**src/rtl/ps2sc_pkg.sv**
```systemverilog
// Shared types, codes and key map tables for the PS/2 set-2 decoder.
`timescale 1ns / 1ps

package ps2sc_pkg;

   // Default character FIFO depth
   localparam int FIFO_DEPTH_DEF = 128;

   // Request operation codes
   localparam logic OP_SCAN = 1'b0;
   localparam logic OP_READ = 1'b1;

   // Scan codes of interest (set 2)
   localparam logic [7:0] CODE_BREAK  = 8'hF0;
   localparam logic [7:0] CODE_LSHIFT = 8'h12;
   localparam logic [7:0] CODE_RSHIFT = 8'h59;
   localparam logic [7:0] CODE_LCTRL  = 8'h14;
   localparam logic [7:0] CODE_KEY_C  = 8'h21;
   localparam logic [7:0] CODE_KEY_D  = 8'h23;

   // Characters with special handling
   localparam logic [6:0] CHAR_EOT = 7'h04;
   localparam logic [6:0] CHAR_CR  = 7'h0D;
   localparam logic [6:0] CHAR_NUL = 7'h00;

   // Result beat, less the popped character
   typedef struct packed {
      logic       char_valid;
      logic       fifo_empty;
      logic [7:0] fill_count;
      logic       ctrl_c_event;
      logic       line_end;
      logic       overflow;
   } rsp_stat_type;

   // Unshifted key map, codes below 0x80
   function automatic logic [6:0] lower_map(input logic [6:0] code);
      logic [6:0] c;
      unique case (code)
         7'h15: c = 7'h71;  7'h16: c = 7'h31;  7'h1A: c = 7'h7A;  7'h1B: c = 7'h73;
         7'h1C: c = 7'h61;  7'h1D: c = 7'h77;  7'h1E: c = 7'h32;
         7'h21: c = 7'h63;  7'h22: c = 7'h78;  7'h23: c = 7'h64;  7'h24: c = 7'h65;
         7'h25: c = 7'h34;  7'h26: c = 7'h33;
         7'h29: c = 7'h20;  7'h2A: c = 7'h76;  7'h2B: c = 7'h66;  7'h2C: c = 7'h74;
         7'h2D: c = 7'h72;  7'h2E: c = 7'h35;
         7'h31: c = 7'h6E;  7'h32: c = 7'h62;  7'h33: c = 7'h68;  7'h34: c = 7'h67;
         7'h35: c = 7'h79;  7'h36: c = 7'h36;
         7'h3A: c = 7'h6D;  7'h3B: c = 7'h6A;  7'h3C: c = 7'h75;  7'h3D: c = 7'h37;
         7'h3E: c = 7'h38;
         7'h41: c = 7'h2C;  7'h42: c = 7'h6B;  7'h43: c = 7'h69;  7'h44: c = 7'h6F;
         7'h45: c = 7'h30;  7'h46: c = 7'h39;
         7'h49: c = 7'h2E;  7'h4A: c = 7'h2F;  7'h4B: c = 7'h6C;  7'h4C: c = 7'h3B;
         7'h4D: c = 7'h70;  7'h4E: c = 7'h2D;
         7'h52: c = 7'h27;  7'h54: c = 7'h5B;  7'h55: c = 7'h3D;  7'h5A: c = CHAR_CR;
         7'h5B: c = 7'h5D;  7'h5D: c = 7'h5C;  7'h66: c = 7'h08;
         default: c = CHAR_NUL;
      endcase
      return c;
   endfunction

   // Shifted key map, codes below 0x80
   function automatic logic [6:0] upper_map(input logic [6:0] code);
      logic [6:0] c;
      unique case (code)
         7'h15: c = 7'h51;  7'h16: c = 7'h21;  7'h1A: c = 7'h5A;  7'h1B: c = 7'h53;
         7'h1C: c = 7'h41;  7'h1D: c = 7'h57;  7'h1E: c = 7'h40;
         7'h21: c = 7'h43;  7'h22: c = 7'h58;  7'h23: c = 7'h44;  7'h24: c = 7'h45;
         7'h25: c = 7'h24;  7'h26: c = 7'h23;
         7'h29: c = 7'h20;  7'h2A: c = 7'h56;  7'h2B: c = 7'h46;  7'h2C: c = 7'h54;
         7'h2D: c = 7'h52;  7'h2E: c = 7'h25;
         7'h31: c = 7'h4E;  7'h32: c = 7'h42;  7'h33: c = 7'h48;  7'h34: c = 7'h47;
         7'h35: c = 7'h59;  7'h36: c = 7'h5E;
         7'h3A: c = 7'h4D;  7'h3B: c = 7'h4A;  7'h3C: c = 7'h55;  7'h3D: c = 7'h26;
         7'h3E: c = 7'h2A;
         7'h41: c = 7'h3C;  7'h42: c = 7'h4B;  7'h43: c = 7'h49;  7'h44: c = 7'h4F;
         7'h45: c = 7'h29;  7'h46: c = 7'h28;
         7'h49: c = 7'h3E;  7'h4A: c = 7'h3F;  7'h4B: c = 7'h4C;  7'h4C: c = 7'h3A;
         7'h4D: c = 7'h50;  7'h4E: c = 7'h5F;
         7'h52: c = 7'h22;  7'h54: c = 7'h7B;  7'h55: c = 7'h2B;  7'h5A: c = CHAR_CR;
         7'h5B: c = 7'h7D;  7'h5D: c = 7'h7C;  7'h66: c = 7'h08;
         default: c = CHAR_NUL;
      endcase
      return c;
   endfunction

endpackage

```
**src/rtl/ps2sc_req_if.sv**
```systemverilog
// Request channel: scan byte or read request.
`timescale 1ns / 1ps

interface ps2sc_req_if;
   logic       valid;
   logic       ready;
   logic       operation;
   logic [7:0] scan_code;

   modport source (output valid, operation, scan_code, input ready);
   modport sink   (input valid, operation, scan_code, output ready);
endinterface

```
**src/rtl/ps2sc_rsp_if.sv**
```systemverilog
// Response channel: popped character and FIFO status.
`timescale 1ns / 1ps

interface ps2sc_rsp_if;
   logic       valid;
   logic       ready;
   logic       char_valid;
   logic [6:0] char_out;
   logic       fifo_empty;
   logic [7:0] fill_count;
   logic       ctrl_c_event;
   logic       line_end;
   logic       overflow;

   modport source (output valid, char_valid, char_out, fifo_empty, fill_count,
                   ctrl_c_event, line_end, overflow, input ready);
   modport sink   (input valid, char_valid, char_out, fifo_empty, fill_count,
                   ctrl_c_event, line_end, overflow, output ready);
endinterface

```
**src/rtl/ps2_set2_scancode_to_ascii_fifo.sv**
```systemverilog
// Top level: PS/2 set-2 scan code decoder with a character FIFO.
`timescale 1ns / 1ps

// Usage:
//  req_ch carries one beat per item: operation 0 delivers a received scan
//  byte, operation 1 asks to pop one character. Every request beat yields
//  exactly one rsp_ch beat with the popped character (if any), the FIFO
//  fill after the item and the Ctrl-C, carriage return and overflow flags.
//  Throughput is one item per cycle while the receiver takes responses:
//  modifier flags, pointers and count update in the accept cycle, and the
//  character store has one write and one registered read port, each used
//  at most once per item.
//  A result stage and an output register follow the accept; while the
//  receiver stalls, one more request is still taken into the result stage,
//  after which req_ch.ready drops until rsp_ch.ready returns.
//  Reset clears the break, shift and control flags, the pointers and the
//  count, so the FIFO starts empty. Store contents are not cleared; only
//  written entries are ever read. A full FIFO drops new characters and flags
//  overflow; codes at or above 0x80 produce no character.
module ps2_set2_scancode_to_ascii_fifo #(
   parameter int FIFO_DEPTH = ps2sc_pkg::FIFO_DEPTH_DEF
) (
   input  logic               clock,
   input  logic               reset,
   ps2sc_req_if.sink          req_ch,
   ps2sc_rsp_if.source        rsp_ch
);

   localparam int PTR_W = (FIFO_DEPTH > 1) ? $clog2(FIFO_DEPTH) : 1;
   localparam int CNT_W = $clog2(FIFO_DEPTH + 1);
   localparam logic [PTR_W-1:0] PTR_LAST = PTR_W'(FIFO_DEPTH - 1);
   localparam logic [CNT_W-1:0] CNT_FULL = CNT_W'(FIFO_DEPTH);

   // Character store
   logic [6:0] char_mem [FIFO_DEPTH];
   logic [6:0] rd_data_ff;

   // Decoder and FIFO control state
   logic             brk_ff, brk_in;
   logic             shift_ff, shift_in;
   logic             ctrl_ff, ctrl_in;
   logic [PTR_W-1:0] wr_ptr_ff, wr_ptr_in;
   logic [PTR_W-1:0] rd_ptr_ff, rd_ptr_in;
   logic [CNT_W-1:0] cnt_ff, cnt_in;

   // Result stage and output register
   logic                    p_valid_ff;
   ps2sc_pkg::rsp_stat_type p_res_ff, p_res_in;
   logic                    o_valid_ff;
   ps2sc_pkg::rsp_stat_type o_res_ff;
   logic [6:0]              o_char_ff;

   logic       accept;
   logic       p_adv;
   logic       push, pop;
   logic       want_push;
   logic [6:0] push_char;
   logic [6:0] map_char;
   logic       full;

   // Handshake
   assign p_adv        = p_valid_ff && (!o_valid_ff || rsp_ch.ready);
   assign req_ch.ready = !p_valid_ff || p_adv;
   assign accept       = req_ch.valid && req_ch.ready;
   assign full         = (cnt_ff == CNT_FULL);

   assign map_char = shift_ff ? ps2sc_pkg::upper_map(req_ch.scan_code[6:0])
                              : ps2sc_pkg::lower_map(req_ch.scan_code[6:0]);

   // Key decode and FIFO bookkeeping
   always_comb begin
      brk_in    = brk_ff;
      shift_in  = shift_ff;
      ctrl_in   = ctrl_ff;
      want_push = 1'b0;
      push_char = map_char;
      pop       = 1'b0;
      p_res_in  = '0;

      if (accept) begin
         if (req_ch.operation == ps2sc_pkg::OP_READ) begin
            pop = (cnt_ff != '0);
         end else if (req_ch.scan_code == ps2sc_pkg::CODE_BREAK) begin
            brk_in = 1'b1;
         end else if (brk_ff) begin
            if (req_ch.scan_code == ps2sc_pkg::CODE_LSHIFT ||
                req_ch.scan_code == ps2sc_pkg::CODE_RSHIFT) begin
               shift_in = 1'b0;
            end
            if (req_ch.scan_code == ps2sc_pkg::CODE_LCTRL) begin
               ctrl_in = 1'b0;
            end
            brk_in = 1'b0;
         end else if (req_ch.scan_code == ps2sc_pkg::CODE_LSHIFT ||
                      req_ch.scan_code == ps2sc_pkg::CODE_RSHIFT) begin
            shift_in = 1'b1;
         end else if (req_ch.scan_code == ps2sc_pkg::CODE_LCTRL) begin
            ctrl_in = 1'b1;
         end else if (ctrl_ff && req_ch.scan_code == ps2sc_pkg::CODE_KEY_C) begin
            ctrl_in               = 1'b0;
            p_res_in.ctrl_c_event = 1'b1;
         end else if (ctrl_ff && req_ch.scan_code == ps2sc_pkg::CODE_KEY_D) begin
            want_push = 1'b1;
            push_char = ps2sc_pkg::CHAR_EOT;
         end else if (!req_ch.scan_code[7]) begin
            want_push = (map_char != ps2sc_pkg::CHAR_NUL);
         end
      end

      push              = want_push && !full;
      p_res_in.overflow = want_push && full;
      p_res_in.line_end = push && (push_char == ps2sc_pkg::CHAR_CR);
      p_res_in.char_valid = pop;

      wr_ptr_in = wr_ptr_ff;
      if (push) begin
         wr_ptr_in = (wr_ptr_ff == PTR_LAST) ? '0 : wr_ptr_ff + 1'b1;
      end
      rd_ptr_in = rd_ptr_ff;
      if (pop) begin
         rd_ptr_in = (rd_ptr_ff == PTR_LAST) ? '0 : rd_ptr_ff + 1'b1;
      end

      cnt_in = cnt_ff;
      if (push) begin
         cnt_in = cnt_ff + 1'b1;
      end else if (pop) begin
         cnt_in = cnt_ff - 1'b1;
      end

      p_res_in.fifo_empty = (cnt_in == '0);
      p_res_in.fill_count = 8'(cnt_in);
   end

   // Store write and registered read
   always_ff @(posedge clock) begin
      if (push) begin
         char_mem[wr_ptr_ff] <= push_char;
      end
      if (pop) begin
         rd_data_ff <= char_mem[rd_ptr_ff];
      end
   end

   // Control state
   always_ff @(posedge clock) begin
      if (reset) begin
         brk_ff    <= 1'b0;
         shift_ff  <= 1'b0;
         ctrl_ff   <= 1'b0;
         wr_ptr_ff <= '0;
         rd_ptr_ff <= '0;
         cnt_ff    <= '0;
      end else begin
         brk_ff    <= brk_in;
         shift_ff  <= shift_in;
         ctrl_ff   <= ctrl_in;
         wr_ptr_ff <= wr_ptr_in;
         rd_ptr_ff <= rd_ptr_in;
         cnt_ff    <= cnt_in;
      end
   end

   // Result stage valid and output register valid
   always_ff @(posedge clock) begin
      if (reset) begin
         p_valid_ff <= 1'b0;
         o_valid_ff <= 1'b0;
      end else begin
         if (accept) begin
            p_valid_ff <= 1'b1;
         end else if (p_adv) begin
            p_valid_ff <= 1'b0;
         end
         if (p_adv) begin
            o_valid_ff <= 1'b1;
         end else if (rsp_ch.ready) begin
            o_valid_ff <= 1'b0;
         end
      end
   end

   // Payload registers
   always_ff @(posedge clock) begin
      if (accept) begin
         p_res_ff <= p_res_in;
      end
      if (p_adv) begin
         o_res_ff  <= p_res_ff;
         o_char_ff <= p_res_ff.char_valid ? rd_data_ff : ps2sc_pkg::CHAR_NUL;
      end
   end

   assign rsp_ch.valid        = o_valid_ff;
   assign rsp_ch.char_valid   = o_res_ff.char_valid;
   assign rsp_ch.char_out     = o_char_ff;
   assign rsp_ch.fifo_empty   = o_res_ff.fifo_empty;
   assign rsp_ch.fill_count   = o_res_ff.fill_count;
   assign rsp_ch.ctrl_c_event = o_res_ff.ctrl_c_event;
   assign rsp_ch.line_end     = o_res_ff.line_end;
   assign rsp_ch.overflow     = o_res_ff.overflow;

   // Checks
   a_empty_ptrs: assert property (@(posedge clock) disable iff (reset)
      (cnt_ff == '0) |-> (wr_ptr_ff == rd_ptr_ff))
      else $error("empty FIFO with unequal pointers");

   a_ovf_full: assert property (@(posedge clock) disable iff (reset)
      (p_valid_ff && p_res_ff.overflow) |-> (cnt_ff == CNT_FULL))
      else $error("overflow flagged while FIFO not full");

   a_stall_full: assert property (@(posedge clock) disable iff (reset)
      !req_ch.ready |-> (p_valid_ff && o_valid_ff && !rsp_ch.ready))
      else $error("request stalled with room in the pipe");

   a_count_range: assert property (@(posedge clock) disable iff (reset)
      accept |=> (cnt_ff <= CNT_FULL))
      else $error("FIFO count beyond depth");

endmodule
```
**src/flat_wrapper.sv**
```systemverilog
// flat-port wrapper written by rule: the top's interface ports become plain ports
module ps2_set2_scancode_to_ascii_fifo_flat 
#(
   parameter int FIFO_DEPTH = ps2sc_pkg::FIFO_DEPTH_DEF
)
  (clock, reset, req_ch_valid, req_ch_operation, req_ch_scan_code, req_ch_ready, rsp_ch_valid, rsp_ch_char_valid, rsp_ch_char_out, rsp_ch_fifo_empty, rsp_ch_fill_count, rsp_ch_ctrl_c_event, rsp_ch_line_end, rsp_ch_overflow, rsp_ch_ready);
  ps2sc_req_if req_ch_i ();
  ps2sc_rsp_if rsp_ch_i ();
  input  logic clock;
  input  logic reset;
  input wire logic [$bits(req_ch_i.valid)-1:0] req_ch_valid;
  input wire logic [$bits(req_ch_i.operation)-1:0] req_ch_operation;
  input wire logic [$bits(req_ch_i.scan_code)-1:0] req_ch_scan_code;
  output wire logic [$bits(req_ch_i.ready)-1:0] req_ch_ready;
  output wire logic [$bits(rsp_ch_i.valid)-1:0] rsp_ch_valid;
  output wire logic [$bits(rsp_ch_i.char_valid)-1:0] rsp_ch_char_valid;
  output wire logic [$bits(rsp_ch_i.char_out)-1:0] rsp_ch_char_out;
  output wire logic [$bits(rsp_ch_i.fifo_empty)-1:0] rsp_ch_fifo_empty;
  output wire logic [$bits(rsp_ch_i.fill_count)-1:0] rsp_ch_fill_count;
  output wire logic [$bits(rsp_ch_i.ctrl_c_event)-1:0] rsp_ch_ctrl_c_event;
  output wire logic [$bits(rsp_ch_i.line_end)-1:0] rsp_ch_line_end;
  output wire logic [$bits(rsp_ch_i.overflow)-1:0] rsp_ch_overflow;
  input wire logic [$bits(rsp_ch_i.ready)-1:0] rsp_ch_ready;
  assign req_ch_i.valid = req_ch_valid;
  assign req_ch_i.operation = req_ch_operation;
  assign req_ch_i.scan_code = req_ch_scan_code;
  assign req_ch_ready = req_ch_i.ready;
  assign rsp_ch_valid = rsp_ch_i.valid;
  assign rsp_ch_char_valid = rsp_ch_i.char_valid;
  assign rsp_ch_char_out = rsp_ch_i.char_out;
  assign rsp_ch_fifo_empty = rsp_ch_i.fifo_empty;
  assign rsp_ch_fill_count = rsp_ch_i.fill_count;
  assign rsp_ch_ctrl_c_event = rsp_ch_i.ctrl_c_event;
  assign rsp_ch_line_end = rsp_ch_i.line_end;
  assign rsp_ch_overflow = rsp_ch_i.overflow;
  assign rsp_ch_i.ready = rsp_ch_ready;
  ps2_set2_scancode_to_ascii_fifo #(.FIFO_DEPTH(FIFO_DEPTH)) u_core (.clock(clock), .reset(reset), .req_ch(req_ch_i), .rsp_ch(rsp_ch_i));
endmodule
```
**config.mk**
```make
export PLATFORM = sky130hd
export DESIGN_NAME = ps2_set2_scancode_to_ascii_fifo_flat
export DESIGN_NICKNAME = d
export VERILOG_FILES = /design/src/rtl/ps2sc_pkg.sv /design/src/rtl/ps2sc_req_if.sv /design/src/rtl/ps2sc_rsp_if.sv /design/src/rtl/ps2_set2_scancode_to_ascii_fifo.sv /design/src/flat_wrapper.sv
export SDC_FILE = /design/constraint.sdc
export NUM_CORES = 1
export LEC_CHECK = 0
export BUFFER_PORTS_ARGS = -buffer_cell sky130_fd_sc_hd__buf_4
export CELL_PAD_IN_SITES_DETAIL_PLACEMENT = 0
export CELL_PAD_IN_SITES_GLOBAL_PLACEMENT = 2
export CORE_MARGIN = 2
export CORE_UTILIZATION = 43
export DETAILED_ROUTE_END_ITERATION = 12
export GPL_TIMING_DRIVEN = 0
export HOLD_SLACK_MARGIN = 0.15
export PLACE_DENSITY = 0.77
export SLEW_MARGIN = 20
export SYNTH_ARGS = -nofsm -noshare
export SYNTH_HDL_FRONTEND = slang
export SYNTH_SLANG_ARGS = --single-unit
```
**constraint.sdc**
```tcl
create_clock -name clock -period 7.71 [get_ports clock]
set_clock_uncertainty 0.1 [all_clocks]
set_input_delay 0.3855 -clock clock [delete_from_list [all_inputs] [get_ports clock]]
set_output_delay 0.3855 -clock clock [all_outputs]
set_load 0.01 [all_outputs]
```
==> summary.md <==
| Metric | Value |
|---|---|
| Status | `finished clean` |
| First-pass DRT Iterations | `6` |
| IO Count | `35` |
| Setup crit end kind | `flip-flop` |
| CP startpoint | `req_ch_scan_code[1]` |
| # rows | `110` |
| P_leak | `13.5 nW` |
| DIE AREA | `93700 um^2` |
| Critical Path Fanout Max | `10` |
| Area grow syn2layout | `13.4%` |
| Mapped Area | `39200 um^2` |
| Startpoint types | `primary input` |
| Synth area leaders | `edfxtp_1 (72%), mux4_2 (17%), nor2_1 (1.8%)` |
| Most common flop cell mapped by yosys | `edfxtp_1` |
| Sequential Power Share | `47.5%` |
| Vias in the first global route | `20100` |
| Sequential fraction of the synthesis area | `73.0%` |
| Clock Path Buffers | `3` |
| Reg2Reg Launch Point | `u_core.rsp_ch.valid$_SDFFE_PP0P_` |
| Worst-Margin Slew | `1120 ps` |
| Overflow after GRT | `0` |
| Antenna Nets Post-Route | `0` |
| Initial Util | `43.5%` |
| Initial antenna violation count | `2` |
| Max-slew violations | `0` |
| CTS tree | `yes` |
| Met1 Routed Length | `40.9 mm` |
| Worst Path Required | `7900 ps` |
| Max-cap violations | `0` |
| Root buf cell | `clkbuf_16` |
| HP Class | `primary input to flip-flop` |
| Share of synthesized registers carrying an async set or reset | `0%` |
| CTS sink cnt | `963` |
| Tcrit/Tclk final | `71.5%` |
| Syn. warnings | `0` |
| Min cycle time layout | `5510 ps` |
| Final RePlAce weighted congestion | `0.891` |
| R2R depth | `13` |
| Post-DP HPWL | `65.3 mm` |
| Instance count of the mapped netlist | `1932` |
| Routed via count | `19800` |
| Net Count, Synth | `1957` |
| Number of setup buffers added after CTS | `0` |
| Layout Nets | `2113` |
| Leading area contributor after synthesis | `edfxtp_1` |
| Slew headroom | `25.2%` |
| F_max | `0.181 GHz` |
| Slowest cell delay on critical path | `720 ps` |
| Net Switching | `0.00322 W` |
| Global-route wire length before repair | `140 mm` |
| Internal power | `0.00938 W` |
| Peak supply drop | `0.174 mV` |
| PwrDens | `283 nW/um^2` |
| Routed WL | `96.6 mm` |
| Initial DRC Count | `2340` |
| Slowest-stage cell, CP | `nor4_1` |
| PortBufs | `32` |
| Sw Share | `25.6%` |
| ANT cells | `0` |
| WS Path Type | `primary input to flip-flop` |
| Clock Latency Late Sink | `680 ps` |
| Share of post-route cells with drive strength above 1 | `26.8%` |
| Post-synth EDFFs | `936` |
| Area share of the largest cell type after synthesis | `71.6%` |
| Die Y | `306 um` |
| WL/cell | `28.9 um` |
| Vias/cell | `5.94` |
| Unrepaired setup endpoints after global routing | `no` |
| Post-synthesis cell type count | `90` |
| DR WL met3 | `6.69 mm` |
| Mean Syn Cell Area | `20.3 um^2` |
| Final hold violations | `0` |
| Largest net degree at the start of global routing | `89` |
| Final Setup Violations | `0` |
| Reg2Reg Setup Slack | `2770 ps` |
| Worst-path cell chain | `buf_4 -> clkbuf_1 -> inv_1 -> ha_1 -> clkbuf_1 -> nor2b_1 -> nor3_1 -> a2111oi_2 -> nor4_1 -> a2111oi_4 -> a31oi_4 -> buf_6 -> and2_1 -> buf_4 -> nand3b_2 -> buf_2 -> nor2_1` |
| Critical Path AT | `5700 ps` |
| Reg2reg end | `u_core.char_mem[88][4]$_DFFE_PP_` |
| Most instantiated library cell after synthesis | `edfxtp_1` |
| Synth Register Bits | `963` |
| Fillers | `7167` |
| Final WS setup | `2200 ps` |
| Logic pwr share | `16.8%` |
| Worst-path clk slew | `60 ps` |
| Clock share of power | `35.7%` |
| Setup_tns | `0 ps` |
| Most frequent cells after synthesis | `edfxtp_1 (936), mux4_2 (295), nor2_1 (183)` |
| H-tree lvl count | `3` |
| Num CTS Buffers | `95` |
| Worst setup endpoint | `u_core.char_mem[88][4]$_DFFE_PP_` |
| DR top layer | `met4` |
| Routed wl met2 | `47.1 mm` |
| Core footprint | `90100 um^2` |
| Gr usage total | `20.7%` |
| Die Wd | `306 um` |
| Place WS | `1650 ps` |
| DRC Markers | `0` |
==> how the worst min path moves through the flow <==
stage	start	endpoint	slack [ps]	cells past startpoint
floorplan	u_core.p_res_ff[2]$_SDFFCE_PP0P_	u_core.rsp_ch.ctrl_c_event$_DFFE_PP_	300	0
global placement	u_core.p_res_ff[11]$_DFFE_PP_	u_core.rsp_ch.fifo_empty$_DFFE_PP_	310	0
detailed placement	u_core.p_res_ff[7]$_DFFE_PP_	u_core.rsp_ch.fill_count[4]$_DFFE_PP_	310	0
CTS	req_ch_scan_code[6]	u_core.shift_ff$_SDFFE_PP0P_	270	6
global route	u_core.p_res_ff[11]$_DFFE_PP_	u_core.rsp_ch.fifo_empty$_DFFE_PP_	330	0
finish	req_ch_scan_code[6]	u_core.shift_ff$_SDFFE_PP0P_	300	6
==> metal layers <==
metal / vias up / global-route usage (%)
met4: 0 / 4.54
li1: 8319 / -
met1: 10600 / 29.5
met2: 773 / 33.8
met5: - / 0
met3: 139 / 3.64
==> power groups by stage <==
stage	clock (W)	combinational, W	sequential, W
2_1_floorplan	0	0.00140	0.00610
3_3_place_gp	0	0.00206	0.00614
3_5_place_dp	0	0.00214	0.00609
4_1_cts	0.00456	0.00214	0.00598
5_1_grt	0.00477	0.00225	0.00599
6_report	0.00450	0.00212	0.00598
==> through the flow <==
step	hold slack, ps	utilization [%]	cell area, um^2	instances	power, W
global placement	309	45.4	40900	3140	0.00820
global route	327	49.4	44500	3342	0.0130
finish	296	49.4	44500	3342	0.0126
CTS	271	49.4	44500	3342	0.0127
detailed placement	308	45.9	41400	3160	0.00823
floorplan	300	-	39200	1932	0.00750
==> registers in the layout, indices dropped and copies added (netlist names), 7 cells and up <==
name / cells
u_core.rsp_ch.char_out: 7
u_core.rsp_ch.fill_count: 8
u_core.rd_ptr_ff: 7
u_core.p_res_ff: 13
u_core.cnt_ff: 8
u_core.char_mem: 896
u_core.rd_data_ff: 7
u_core.wr_ptr_ff: 7
==> final cells by class <==
type                       count  area (um^2)  share of cell area [%]
clock buffer                 113         2440                    5.49
timing repair buffer          59          706                    1.59
buffer                       118          589                    1.32
inverter                      21         83.8                   0.188
multi-input combinational    830         9990                    22.4
clock inverter                62          572                    1.28
sequential                   963        28600                    64.4
tap                         1176         1470                    3.31
==> what timing repair did <==
action	4_1_cts	5_1_grt
resized for setup	0	0
hold buffers	7	0
endpoints found under the hold margin	14	0
==> cells by family after synthesis <==
kind of cell | Yosys count | share of synthesized area [%]
DFF | 963 | 73.0
and+or+nand+nor | 375 | 4.80
muxes | 319 | 17.6
xor gates and xnor gates | 10 | 0.223
buffers and inverters | 139 | 1.66
AOI/OAI and AO/OA | 114 | 2.32
adders and majority gates | 12 | 0.383
==> critical path, delay by kind of cell <==
| family | cells | cell delay (ps) |
|---|---|---|
| buffers and inverters | 7 | 2070 |
| AND/OR/NAND/NOR | 6 | 2350 |
| adder cells (fa/ha/maj) | 1 | 370 |
| AO/OA/AOI/OAI | 3 | 500 |
==> cells in the final DEF (no fill, tap or decap), types with 21 or more instances in the layout <==
cell type	n
edfxtp_1	936
mux4_2	295
nor2_1	181
clkbuf_16	95
clkbuf_1	73
nand2_1	47
buf_4	43
dfxtp_1	27
clkinv_1	26
buf_2	21
a21oi_1	21
(Power assumes the default switching activity.)
